### config.mk
export PLATFORM = sky130hd
export DESIGN_NAME = scrolling_led_matrix_driver_flat
export DESIGN_NICKNAME = d
export VERILOG_FILES = /design/src/hw/rtl/sld_pkg.sv /design/src/hw/rtl/sld_if.sv /design/src/hw/rtl/sld_step.sv /design/src/hw/rtl/scrolling_led_matrix_driver.sv /design/src/flat_wrapper.sv
export SDC_FILE = /design/constraint.sdc
export NUM_CORES = 1
export LEC_CHECK = 0
export BUFFER_PORTS_ARGS = -buffer_cell sky130_fd_sc_hd__buf_2
export CAP_MARGIN = 5
export CORE_MARGIN = 10
export CORE_UTILIZATION = 55
export DETAILED_ROUTE_END_ITERATION = 8
export PLACE_DENSITY_LB_ADDON = 0.25
export SKIP_CTS_REPAIR_TIMING = 1
export SLEW_MARGIN = 10
export SYNTH_ARGS = -nofsm -noshare
export SYNTH_HDL_FRONTEND = slang
export SYNTH_SLANG_ARGS = --single-unit
### constraint.sdc
create_clock -name clk -period 9.8 [get_ports clk]
set_input_delay 1.47 -clock clk [delete_from_list [all_inputs] [get_ports clk]]
set_output_delay 1.47 -clock clk [all_outputs]
set_load 0.02 [all_outputs]
### src/hw/rtl/sld_pkg.sv
// Shared types, constants and the glyph ROM of the scrolling LED matrix driver.
package sld_pkg;

  localparam int GLYPH_ROWS   = 24;
  localparam int GLYPH_COUNT  = 4;
  localparam int STORED_ROWS  = 24;
  localparam int PRIO_W       = 3;
  localparam int GLYPH_W      = 2;
  localparam int SCAN_W       = 3;
  localparam int PERIOD_W     = 8;
  localparam int COL_W        = 8;
  // Position runs to GLYPH_ROWS+9 and the window top adds up to seven more.
  localparam int POS_W        = $clog2(GLYPH_ROWS + 17);
  localparam int ROM_IDX_W    = $clog2(STORED_ROWS);
  localparam logic [PERIOD_W-1:0] PERIOD_RESET = PERIOD_W'(200);
  localparam logic [POS_W-1:0]    RETIRE_POS   = POS_W'(GLYPH_ROWS + 8);
  localparam logic [POS_W-1:0]    WINDOW_OFS   = POS_W'(7);
  localparam logic [PRIO_W-1:0]   PRIO_EMPTY   = '0;

  typedef enum logic {
    KIND_TICK    = 1'b0,
    KIND_REQUEST = 1'b1
  } kind_t;

  typedef struct packed {
    logic [PRIO_W-1:0]   work_prio;
    logic [GLYPH_W-1:0]  work_glyph;
    logic [POS_W-1:0]    position;
    logic [PRIO_W-1:0]   pend_prio;
    logic [GLYPH_W-1:0]  pend_glyph;
    logic [PERIOD_W-1:0] prescale;
    logic [SCAN_W-1:0]   scan_row;
  } state_t;

  typedef struct packed {
    logic               drive;
    logic               clear;
    logic [SCAN_W-1:0]  row_off;
    logic [SCAN_W-1:0]  row_on;
    logic [COL_W-1:0]   columns;
    logic               busy_res;
  } result_t;

  localparam logic [COL_W-1:0] GLYPH_ROM [4][STORED_ROWS] = '{
    '{8'h18, 8'h3C, 8'h66, 8'hC3, 8'h81, 8'h18, 8'h3C, 8'h66,
      8'hC3, 8'h81, 8'h18, 8'h3C, 8'h66, 8'hC3, 8'h81, 8'h00,
      8'hE1, 8'h33, 8'h1B, 8'h0F, 8'h1F, 8'h33, 8'h63, 8'hE3},
    '{8'h18, 8'h3C, 8'h66, 8'hC3, 8'h81, 8'h18, 8'h3C, 8'h66,
      8'hC3, 8'h81, 8'h18, 8'h3C, 8'h66, 8'hC3, 8'h81, 8'h00,
      8'h24, 8'h66, 8'h66, 8'h7E, 8'hDB, 8'hDB, 8'h99, 8'h81},
    '{8'h18, 8'h3C, 8'h66, 8'hC3, 8'h81, 8'h18, 8'h3C, 8'h66,
      8'hC3, 8'h81, 8'h18, 8'h3C, 8'h66, 8'hC3, 8'h81, 8'h00,
      8'h00, 8'hC3, 8'h66, 8'h66, 8'h66, 8'h24, 8'h3C, 8'h18},
    '{8'hC3, 8'h66, 8'h3C, 8'h18, 8'h3C, 8'h66, 8'hC3, 8'h00,
      8'hC3, 8'h66, 8'h3C, 8'h18, 8'h3C, 8'h66, 8'hC3, 8'h00,
      8'hC3, 8'h66, 8'h3C, 8'h18, 8'h3C, 8'h66, 8'hC3, 8'h81}
  };

  // Rows past the stored patterns read as blank.
  function automatic logic [COL_W-1:0] glyph_row(logic [GLYPH_W-1:0] g,
                                                 logic [POS_W-1:0] r);
    logic [COL_W-1:0] val;
    val = '0;
    if (r < POS_W'(STORED_ROWS)) begin
      val = GLYPH_ROM[g][r[ROM_IDX_W-1:0]];
    end
    return val;
  endfunction

endpackage

### src/hw/rtl/sld_if.sv
// Handshake channel interfaces for items, results and the period register.
interface sld_in_if;
  logic                        valid;
  logic                        ready;
  logic                        kind;
  logic [sld_pkg::GLYPH_W-1:0] glyph_id;
  modport source (output valid, kind, glyph_id, input ready);
  modport sink (input valid, kind, glyph_id, output ready);
endinterface

interface sld_out_if;
  logic                        valid;
  logic                        ready;
  logic                        drive;
  logic                        clear;
  logic [sld_pkg::SCAN_W-1:0]  row_off;
  logic [sld_pkg::SCAN_W-1:0]  row_on;
  logic [sld_pkg::COL_W-1:0]   columns;
  logic                        busy_res;
  modport source (output valid, drive, clear, row_off, row_on, columns, busy_res,
                  input ready);
  modport sink (input valid, drive, clear, row_off, row_on, columns, busy_res,
                output ready);
endinterface

interface sld_cfg_if;
  logic                         valid;
  logic                         ready;
  logic [sld_pkg::PERIOD_W-1:0] data;
  modport source (output valid, data, input ready);
  modport sink (input valid, data, output ready);
endinterface

### src/hw/rtl/sld_step.sv
// Next-state and result logic for one item.
module sld_step (
  input  sld_pkg::state_t              st,
  input  logic                         kind,
  input  logic [sld_pkg::GLYPH_W-1:0]  glyph_id,
  input  logic [sld_pkg::PERIOD_W-1:0] period,
  output sld_pkg::state_t              st_nxt,
  output sld_pkg::result_t             res
);

  always_comb begin
    logic [sld_pkg::PRIO_W-1:0] prio;
    logic                       show;
    logic [sld_pkg::POS_W-1:0]  top;
    logic [sld_pkg::SCAN_W-1:0] line;
    st_nxt = st;
    res    = '0;
    prio   = sld_pkg::PRIO_W'(glyph_id) + sld_pkg::PRIO_W'(1);
    show   = 1'b1;
    line   = st.scan_row;
    top    = '0;
    if (kind == sld_pkg::KIND_REQUEST) begin
      if (32'(glyph_id) < 32'(sld_pkg::GLYPH_COUNT) && st.pend_prio < prio) begin
        st_nxt.pend_prio  = prio;
        st_nxt.pend_glyph = glyph_id;
      end
    end else if (st.work_prio != sld_pkg::PRIO_EMPTY ||
                 st.pend_prio != sld_pkg::PRIO_EMPTY) begin
      // Idle working slot takes over the pending glyph and blanks the matrix.
      if (st.work_prio == sld_pkg::PRIO_EMPTY) begin
        st_nxt.work_prio  = st.pend_prio;
        st_nxt.work_glyph = st.pend_glyph;
        st_nxt.position   = '0;
        st_nxt.pend_prio  = sld_pkg::PRIO_EMPTY;
        res.clear         = 1'b1;
      end
      if (st.prescale >= period) begin
        st_nxt.prescale = '0;
        st_nxt.position = st_nxt.position + sld_pkg::POS_W'(1);
        if (st_nxt.position > sld_pkg::RETIRE_POS) begin
          st_nxt.work_prio = sld_pkg::PRIO_EMPTY;
          show             = 1'b0;
        end
      end else begin
        st_nxt.prescale = st.prescale + sld_pkg::PERIOD_W'(1);
      end
      if (show) begin
        top = st_nxt.position + sld_pkg::POS_W'(line);
        if (top >= sld_pkg::WINDOW_OFS &&
            (top - sld_pkg::WINDOW_OFS) < sld_pkg::POS_W'(sld_pkg::GLYPH_ROWS)) begin
          res.columns = sld_pkg::glyph_row(st_nxt.work_glyph, top - sld_pkg::WINDOW_OFS);
        end
        res.row_off     = line - sld_pkg::SCAN_W'(1);
        res.row_on      = line;
        res.drive       = 1'b1;
        st_nxt.scan_row = line + sld_pkg::SCAN_W'(1);
      end
    end
    res.busy_res = (st_nxt.work_prio != sld_pkg::PRIO_EMPTY);
  end

endmodule

### src/hw/rtl/scrolling_led_matrix_driver.sv
// Top level of the scrolling LED matrix driver: state, period and result registers.
// Every item (a display tick or a glyph request) yields exactly one result item in the
// cycle after it is accepted; a new item is taken every cycle while the result
// register is empty or being drained, so the sustained rate is one item per clock.
// That figure is set by the single register stage between the item and the result;
// the glyph patterns are a constant lookup and need no warm-up after reset. The
// scroll period register (reset 200) is written through the cfg channel, which is
// always ready; write it only while no item is in flight.
module scrolling_led_matrix_driver (
  input  logic             clk,
  input  logic             rst_n,
  sld_in_if.sink           in_chan,
  sld_out_if.source        out_chan,
  sld_cfg_if.sink          cfg_chan
);

  sld_pkg::state_t              state_r;
  sld_pkg::state_t              state_nxt;
  sld_pkg::result_t             res_r;
  sld_pkg::result_t             res_nxt;
  logic                         out_valid_r;
  logic [sld_pkg::PERIOD_W-1:0] period_r;
  logic                         in_fire;

  // Take a new item whenever the result register frees up this cycle.
  assign in_chan.ready = !out_valid_r || out_chan.ready;
  assign in_fire       = in_chan.valid && in_chan.ready;
  assign cfg_chan.ready = 1'b1;

  sld_step u_step (
    .st       (state_r),
    .kind     (in_chan.kind),
    .glyph_id (in_chan.glyph_id),
    .period   (period_r),
    .st_nxt   (state_nxt),
    .res      (res_nxt)
  );

  always_ff @(posedge clk) begin
    if (!rst_n) begin
      state_r     <= '0;
      out_valid_r <= 1'b0;
      period_r    <= sld_pkg::PERIOD_RESET;
    end else begin
      if (cfg_chan.valid) begin
        period_r <= cfg_chan.data;
      end
      if (in_fire) begin
        state_r     <= state_nxt;
        out_valid_r <= 1'b1;
      end else if (out_chan.ready) begin
        out_valid_r <= 1'b0;
      end
    end
  end

  always_ff @(posedge clk) begin
    if (in_fire) begin
      res_r <= res_nxt;
    end
  end

  assign out_chan.valid    = out_valid_r;
  assign out_chan.drive    = res_r.drive;
  assign out_chan.clear    = res_r.clear;
  assign out_chan.row_off  = res_r.row_off;
  assign out_chan.row_on   = res_r.row_on;
  assign out_chan.columns  = res_r.columns;
  assign out_chan.busy_res = res_r.busy_res;

endmodule
### src/flat_wrapper.sv
// flat-port wrapper written by rule: the top's interface ports become plain ports
module scrolling_led_matrix_driver_flat 
  (clk, rst_n, in_chan_valid, in_chan_kind, in_chan_glyph_id, in_chan_ready, out_chan_valid, out_chan_drive, out_chan_clear, out_chan_row_off, out_chan_row_on, out_chan_columns, out_chan_busy_res, out_chan_ready, cfg_chan_valid, cfg_chan_data, cfg_chan_ready);
  sld_in_if in_chan_i ();
  sld_out_if out_chan_i ();
  sld_cfg_if cfg_chan_i ();
  input  logic clk;
  input  logic rst_n;
  input wire logic [$bits(in_chan_i.valid)-1:0] in_chan_valid;
  input wire logic [$bits(in_chan_i.kind)-1:0] in_chan_kind;
  input wire logic [$bits(in_chan_i.glyph_id)-1:0] in_chan_glyph_id;
  output wire logic [$bits(in_chan_i.ready)-1:0] in_chan_ready;
  output wire logic [$bits(out_chan_i.valid)-1:0] out_chan_valid;
  output wire logic [$bits(out_chan_i.drive)-1:0] out_chan_drive;
  output wire logic [$bits(out_chan_i.clear)-1:0] out_chan_clear;
  output wire logic [$bits(out_chan_i.row_off)-1:0] out_chan_row_off;
  output wire logic [$bits(out_chan_i.row_on)-1:0] out_chan_row_on;
  output wire logic [$bits(out_chan_i.columns)-1:0] out_chan_columns;
  output wire logic [$bits(out_chan_i.busy_res)-1:0] out_chan_busy_res;
  input wire logic [$bits(out_chan_i.ready)-1:0] out_chan_ready;
  input wire logic [$bits(cfg_chan_i.valid)-1:0] cfg_chan_valid;
  input wire logic [$bits(cfg_chan_i.data)-1:0] cfg_chan_data;
  output wire logic [$bits(cfg_chan_i.ready)-1:0] cfg_chan_ready;
  assign in_chan_i.valid = in_chan_valid;
  assign in_chan_i.kind = in_chan_kind;
  assign in_chan_i.glyph_id = in_chan_glyph_id;
  assign in_chan_ready = in_chan_i.ready;
  assign out_chan_valid = out_chan_i.valid;
  assign out_chan_drive = out_chan_i.drive;
  assign out_chan_clear = out_chan_i.clear;
  assign out_chan_row_off = out_chan_i.row_off;
  assign out_chan_row_on = out_chan_i.row_on;
  assign out_chan_columns = out_chan_i.columns;
  assign out_chan_busy_res = out_chan_i.busy_res;
  assign out_chan_i.ready = out_chan_ready;
  assign cfg_chan_i.valid = cfg_chan_valid;
  assign cfg_chan_i.data = cfg_chan_data;
  assign cfg_chan_ready = cfg_chan_i.ready;
  scrolling_led_matrix_driver u_core (.clk(clk), .rst_n(rst_n), .in_chan(in_chan_i), .out_chan(out_chan_i), .cfg_chan(cfg_chan_i));
endmodule
After elaboration in Yosys (flattened, before gate mapping) --
Cells that the tools add are included.
Operators by class: equality and inequality tests 1, add/sub/neg operators 7, magnitude comparators 7, reduce and logical (&&, ||, !) cells 19, multiplexer cells 27, bitwise operators 7
Operator list (number):
- $bmux 192 s2 | 1
- $mux 192 | 2
- $mux 14 | 4
- $bmux 8 s5 | 1
- $mux 8 | 3
- $mux 6 | 3
- $mux 11 | 1
- $mux 3 | 3
- $reduce_bool 3->1 | 3
- $add 8x1->8 const B | 1
- $ge 8x8->1 | 1
- $mux 1 | 8
- $reduce_and 4->1 | 2
- $add 6x1->6 const B | 1
- $add 6x3->6 | 1
- $ge 6x3->1 const B | 1
- $ge 6x6->1 const B | 1
- $gt 6x6->1 const B | 1
- $lt 6x5->1 const B | 1
- $not 5->6 | 1
- $reduce_and 3->1 | 2
- $reduce_bool 2->1 | 3
- $sub 6x3->6 const B | 1
- $mux 5 | 1
- other kinds (15) | 21
Storage, ports and cells: bits in registers 53, output and inout bits 20, word-level logic and storage cells 83

Logic depth before layout (Yosys ltp) --
depth after elaboration 14, depth in mapped cells 20, depth with buffers taken out 19

Cells and area by module --
A second synthesis with hierarchy kept.
Second synthesis, totals: cell total of the unflattened synthesis 518, area total of the unflattened synthesis 4339.2 um^2
By module, submodules not included:
- sld_step | times used 1, area each 2373.5 um^2, cells each 351
- scrolling_led_matrix_driver | times used 1, area each 1965.6 um^2, cells each 167

Worst setup path after synthesis --
OpenSTA, ideal clock, no wires.
path kind flip-flop to flip-flop, start register u_core.state_r[3] in the netlist's numbering, end register u_core.res_r, in the netlist u_core.out_chan.columns[1], data pin, setup slack 5.511 ns, arrival 4.143 ns, stages on the path, launching flop included 20, clock period less this slack 4.289 ns, path through dfxtp_1 -> inv_1 -> ha_1 -> nand2b_4 -> a2111oi_4 -> o31a_1 -> buf_6 -> xnor2_1 -> ha_1 -> inv_1 -> fa_1 -> xnor2_1 -> nand3_1 -> xor2_1 -> xnor2_1 -> clkbuf_1 -> o21ai_0 -> a22oi_1 -> o211ai_1 -> a21oi_1
On the way: word-level cells in the longest chain between the ends 10
RTL lines:
- start, declared | line scrolling_led_matrix_driver.sv:17 | sld_pkg::state_t state_r;
- start signal, assigned | line scrolling_led_matrix_driver.sv:49 | state_r <= state_nxt;
- $ge 8x8->1 (*) | line sld_step.sv:37 | if (st.prescale >= period) begin
- $mux 6 | line sld_step.sv:37
- $mux 6 | line sld_step.sv:27 | end else if (st.work_prio != sld_pkg::PRIO_EMPTY ||
- $mux 6 | line sld_step.sv:22 | if (kind == sld_pkg::KIND_REQUEST) begin
- $add 6x3->6 | line sld_step.sv:48 | top = st_nxt.position + sld_pkg::POS_W'(line);
- $sub 6x3->6 | line sld_step.sv:50, sld_step.sv:51
- $lt 6x5->1 / $not 5->6 (equally long branches) | line sld_pkg.sv:64, sld_step.sv:50, sld_pkg.sv:65
- $logic_and 1x1->1 / $bmux 8 s5 (equally long branches) | line sld_step.sv:49, sld_pkg.sv:65
- $not 1->1 (no line) / $mux 8 (equally long branches)
- $reduce_or 5->1 (no line) / $mux 8 (equally long branches)
- end signal, assigned | line scrolling_led_matrix_driver.sv:59 | res_r <= res_nxt;
- end, declared | line scrolling_led_matrix_driver.sv:19 | sld_pkg::result_t res_r;
Mark *: on every way between the ends. The rest lies on a longest branch, timed or not. The select of a mux whose other input is x is not followed. A chain may end at the register's enable or synchronous reset.

Worst setup path in the final report --
start register u_core.state_r[3] in the netlist's numbering, end register u_core.res_r, in the netlist u_core.out_chan.columns[2], data pin
The elaborated chain is that of the path after synthesis.

==> results.toml <==
[placement]
dpl.hpwl_um = 5740
place_congestion = 0.856
placed_cells_incl_taps = 516
port_buffers = 34

[clock_tree]
clkLatencyLatePin_ps = 320
clock-sinks = 53
cts_htree_levels = 2
tritoncts = "done"
clkTransAtPathRegs_ps = 100
cts.path.max_buffers = 2
numCtsBuffers = 5
cts-root-buf = "sky130_fd_sc_hd__clkbuf_8"

[cells_and_area]
insertedDiodeCount = 0
area_growth_pct = 8.78
post_route_cells_drive_above_1_share_pct = 14.1
multi_input_comb_area_mm2 = 0.00229
filler_instances = 584
finalNonFillerCells = 524
final_cell_mix = "sky130_fd_sc_hd__nand2_1, sky130_fd_sc_hd__dfxtp_1, sky130_fd_sc_hd__buf_2, sky130_fd_sc_hd__nor2_1, sky130_fd_sc_hd__inv_1"
sequential_cell_area_mm2 = 0.00123
final_common_cell = "sky130_fd_sc_hd__nand2_1"
design.final.nets = 490

[synth]
yosys.area_share.simple_pct = 20.3
synth-adder-area-share_pct = 9.62
synth_xor_xnor_area_share_pct = 5.35
ys_async_sr_fraction_pct = 0
synth_compound_gate_area_share_pct = 20.5
synth_enable_flop_cells = 17
syn_area_mm2 = 0.00372
muxShareOfSynthArea_pct = 5.68
synth-seq-cells = 53
syn_avg_cell_area_um2 = 8.79
synthCells = 423
synth_flop_cell = "sky130_fd_sc_hd__dfxtp_1"
synth_top_family_by_area = "compound AO/OA/AOI/OAI gates"
syn-num-nets = 467
synth-warning-count = 0
seq_area_frac_synth_pct = 33.1
netlist-cell-type-count = 70

[floorplan]
die_y_um = 102
floorplan_die_area_mm2 = 0.0105
rows = 29
ioPinCount = 36
core_area_mm2 = 0.00646
initial_utilization_pct = 57.6
die_x_um = 102

[power]
vdd_drop_max_uv = 60.8
power_per_cell_area_mw_per_mm2 = 117
static-leakage-power_nw = 1.65

[detailed_routing]
wl_per_cell_um = 14.9
postRouteAntennaNets = 0
dr_total_vias = 3081
drcViolationCount = 0
viasPerCell = 5.88
first_pass_iters = 5
route.final.wire_length_um = 7800
first_iter_violations = 192

[worst_setup_path]
crit_type = "reg2reg"
data_arrival_at_the_endpoint_of_the_critical_path_ps = 5590
worst_ep_required_time_ps = 9960
end_kind = "register"
worst_setup_path_start_kind = "register"
worst-path-max-fanout = 12
slack_of_the_worst_reg_to_reg_path_ps = 4370

[timing]
relative_slew_slack_pct = 29.7
fin_crit_sh_pct = 55.4
fmax_ghz = 0.184
report.final.slew_viol_count = 0
worst-slew-pin-transition_ps = 1050
setup_viol = 0
fin_crit_ps = 5430
report.final.hold_viol_count = 0
clock-skew-final_ps = 6.84
totalNegativeSetupSlack_ps = 0
grt_setup_unrepaired = "no"

[grt]
grt_start_max_net_pins = 37
gr-total-overflow = 0
all_layer_global_routing_usage_pct = 15.5
grt_pass1_wl_um = 13500
antenna_violations_before_repair = 0
grt_pass1_vias = 2832

[outcome]
status = "completed"

[hold_path]
timing.hold.worst.class = "reg2reg"

[flow_run]
max_cap_viol_count = 0
[cell type report]
class	count	area share (%)
multi-input combinational	320	56.6
sequential	53	30.4
timing repair buffer	37	4.76
clock buffer	7	2.94
inverter	29	2.69
tap	77	2.38
clock inverter	1	0.216
[synth_stat cells, types with 2 or more instances]
cell | n | area share [%]
sky130_fd_sc_hd__inv_1 | 28 | 2.8
sky130_fd_sc_hd__nor2_1 | 33 | 3.3
sky130_fd_sc_hd__mux4_2 | 3 | 1.8
sky130_fd_sc_hd__o211a_1 | 3 | 0.81
sky130_fd_sc_hd__and2_1 | 10 | 1.7
sky130_fd_sc_hd__o31ai_1 | 5 | 1.0
sky130_fd_sc_hd__a21o_1 | 2 | 0.40
sky130_fd_sc_hd__nand3_1 | 12 | 1.6
sky130_fd_sc_hd__nor3b_1 | 2 | 0.40
sky130_fd_sc_hd__xnor2_1 | 11 | 2.6
sky130_fd_sc_hd__or3_1 | 4 | 0.67
sky130_fd_sc_hd__ha_1 | 27 | 9.1
sky130_fd_sc_hd__nand4_1 | 8 | 1.3
sky130_fd_sc_hd__xor2_1 | 8 | 1.9
sky130_fd_sc_hd__o41ai_1 | 2 | 0.47
sky130_fd_sc_hd__a32oi_1 | 2 | 0.47
sky130_fd_sc_hd__o21ai_0 | 16 | 2.2
sky130_fd_sc_hd__nand3b_1 | 2 | 0.40
sky130_fd_sc_hd__mux2i_1 | 13 | 3.5
sky130_fd_sc_hd__o2111ai_1 | 2 | 0.47
sky130_fd_sc_hd__o22ai_1 | 2 | 0.34
sky130_fd_sc_hd__a21oi_1 | 16 | 2.2
sky130_fd_sc_hd__a211oi_1 | 4 | 0.81
sky130_fd_sc_hd__o21ai_1 | 4 | 0.54
sky130_fd_sc_hd__o211ai_1 | 10 | 2.0
sky130_fd_sc_hd__nand2b_1 | 5 | 0.84
sky130_fd_sc_hd__a21boi_0 | 5 | 1.0
sky130_fd_sc_hd__a22oi_1 | 5 | 1.0
sky130_fd_sc_hd__nor3_1 | 5 | 0.67
sky130_fd_sc_hd__clkbuf_1 | 18 | 1.8
sky130_fd_sc_hd__o21a_1 | 3 | 0.61
sky130_fd_sc_hd__edfxtp_1 | 17 | 14
sky130_fd_sc_hd__a311oi_1 | 2 | 0.47
sky130_fd_sc_hd__and3_1 | 2 | 0.34
sky130_fd_sc_hd__a31oi_1 | 4 | 0.67
sky130_fd_sc_hd__nor2b_1 | 15 | 2.5
sky130_fd_sc_hd__nand2_1 | 45 | 4.5
sky130_fd_sc_hd__dfxtp_1 | 36 | 19
[cells by family after synthesis]
kind of cell / Yosys count
and+or+nand+nor: 151
AOI/OAI and AO/OA: 102
DFF: 53
buffers and inverters: 50
adders and majority gates: 28
xor gates and xnor gates: 21
muxes: 17
other: 1
[layer usage]
metal	routed length [um]	GRT usage (%)
met5	0	0
met4	65	3.80
met3	381	3.17
met2	3740	25.5
met1	3610	20.3
[through the flow]
stage          worst slack, ps  util (%)  hold WS, ps  power [W]  area (um^2)
2_1_floorplan             5510         -          461   0.000298         3720
3_3_place_gp              4590      60.7          477   0.000316         3920
3_5_place_dp              4430      60.7          487   0.000318         3920
4_1_cts                   4390      62.7          503   0.000477         4050
5_1_grt                   3910      62.7          523   0.000494         4050
6_report                  4370      62.7          497   0.000474         4050
[where the power goes]
part           leakage (nW)  total (W)  internal, W  switching, W
clock network        0.0651   0.000160    0.0000824     0.0000781
registers             0.465   0.000239     0.000235    0.00000388
logic                  1.12  0.0000739    0.0000291     0.0000449
total                  1.65   0.000474     0.000347      0.000127
[flip-flops by register name (all words and copies together) (netlist names), 3 cells and up]
signal                   flops
u_core.state_r              27
u_core.out_chan.row_on       3
u_core.out_chan.row_off      3
u_core.out_chan.columns      8
u_core.period_r              8
[worst paths after layout]
kind	from	end	cells past startpoint
worst max-delay path	u_core.state_r[3]	u_core.out_chan.columns[2]	17
worst min-delay path	u_core.period_r[6]	u_core.period_r[6]	2
worst max register to register	u_core.state_r[3]	u_core.out_chan.columns[2]	17
worst min register to register	u_core.period_r[6]	u_core.period_r[6]	2
[worst max-delay path, stage by stage (launching register included)]
cell	delay, ps
sky130_fd_sc_hd__dfxtp_1	430
sky130_fd_sc_hd__inv_1	70
sky130_fd_sc_hd__ha_1	270
sky130_fd_sc_hd__nand2b_4	140
sky130_fd_sc_hd__a2111oi_4	430
sky130_fd_sc_hd__o31a_1	520
sky130_fd_sc_hd__xnor2_1	210
sky130_fd_sc_hd__ha_1	210
sky130_fd_sc_hd__inv_1	60
sky130_fd_sc_hd__fa_1	390
sky130_fd_sc_hd__xnor2_1	380
sky130_fd_sc_hd__nand3_1	270
sky130_fd_sc_hd__xor2_1	240
sky130_fd_sc_hd__xnor2_1	810
sky130_fd_sc_hd__mux2i_1	270
sky130_fd_sc_hd__nand2_1	80
sky130_fd_sc_hd__a311o_1	380
sky130_fd_sc_hd__o21ai_1	100
Power figures use the tool's default switching activity.
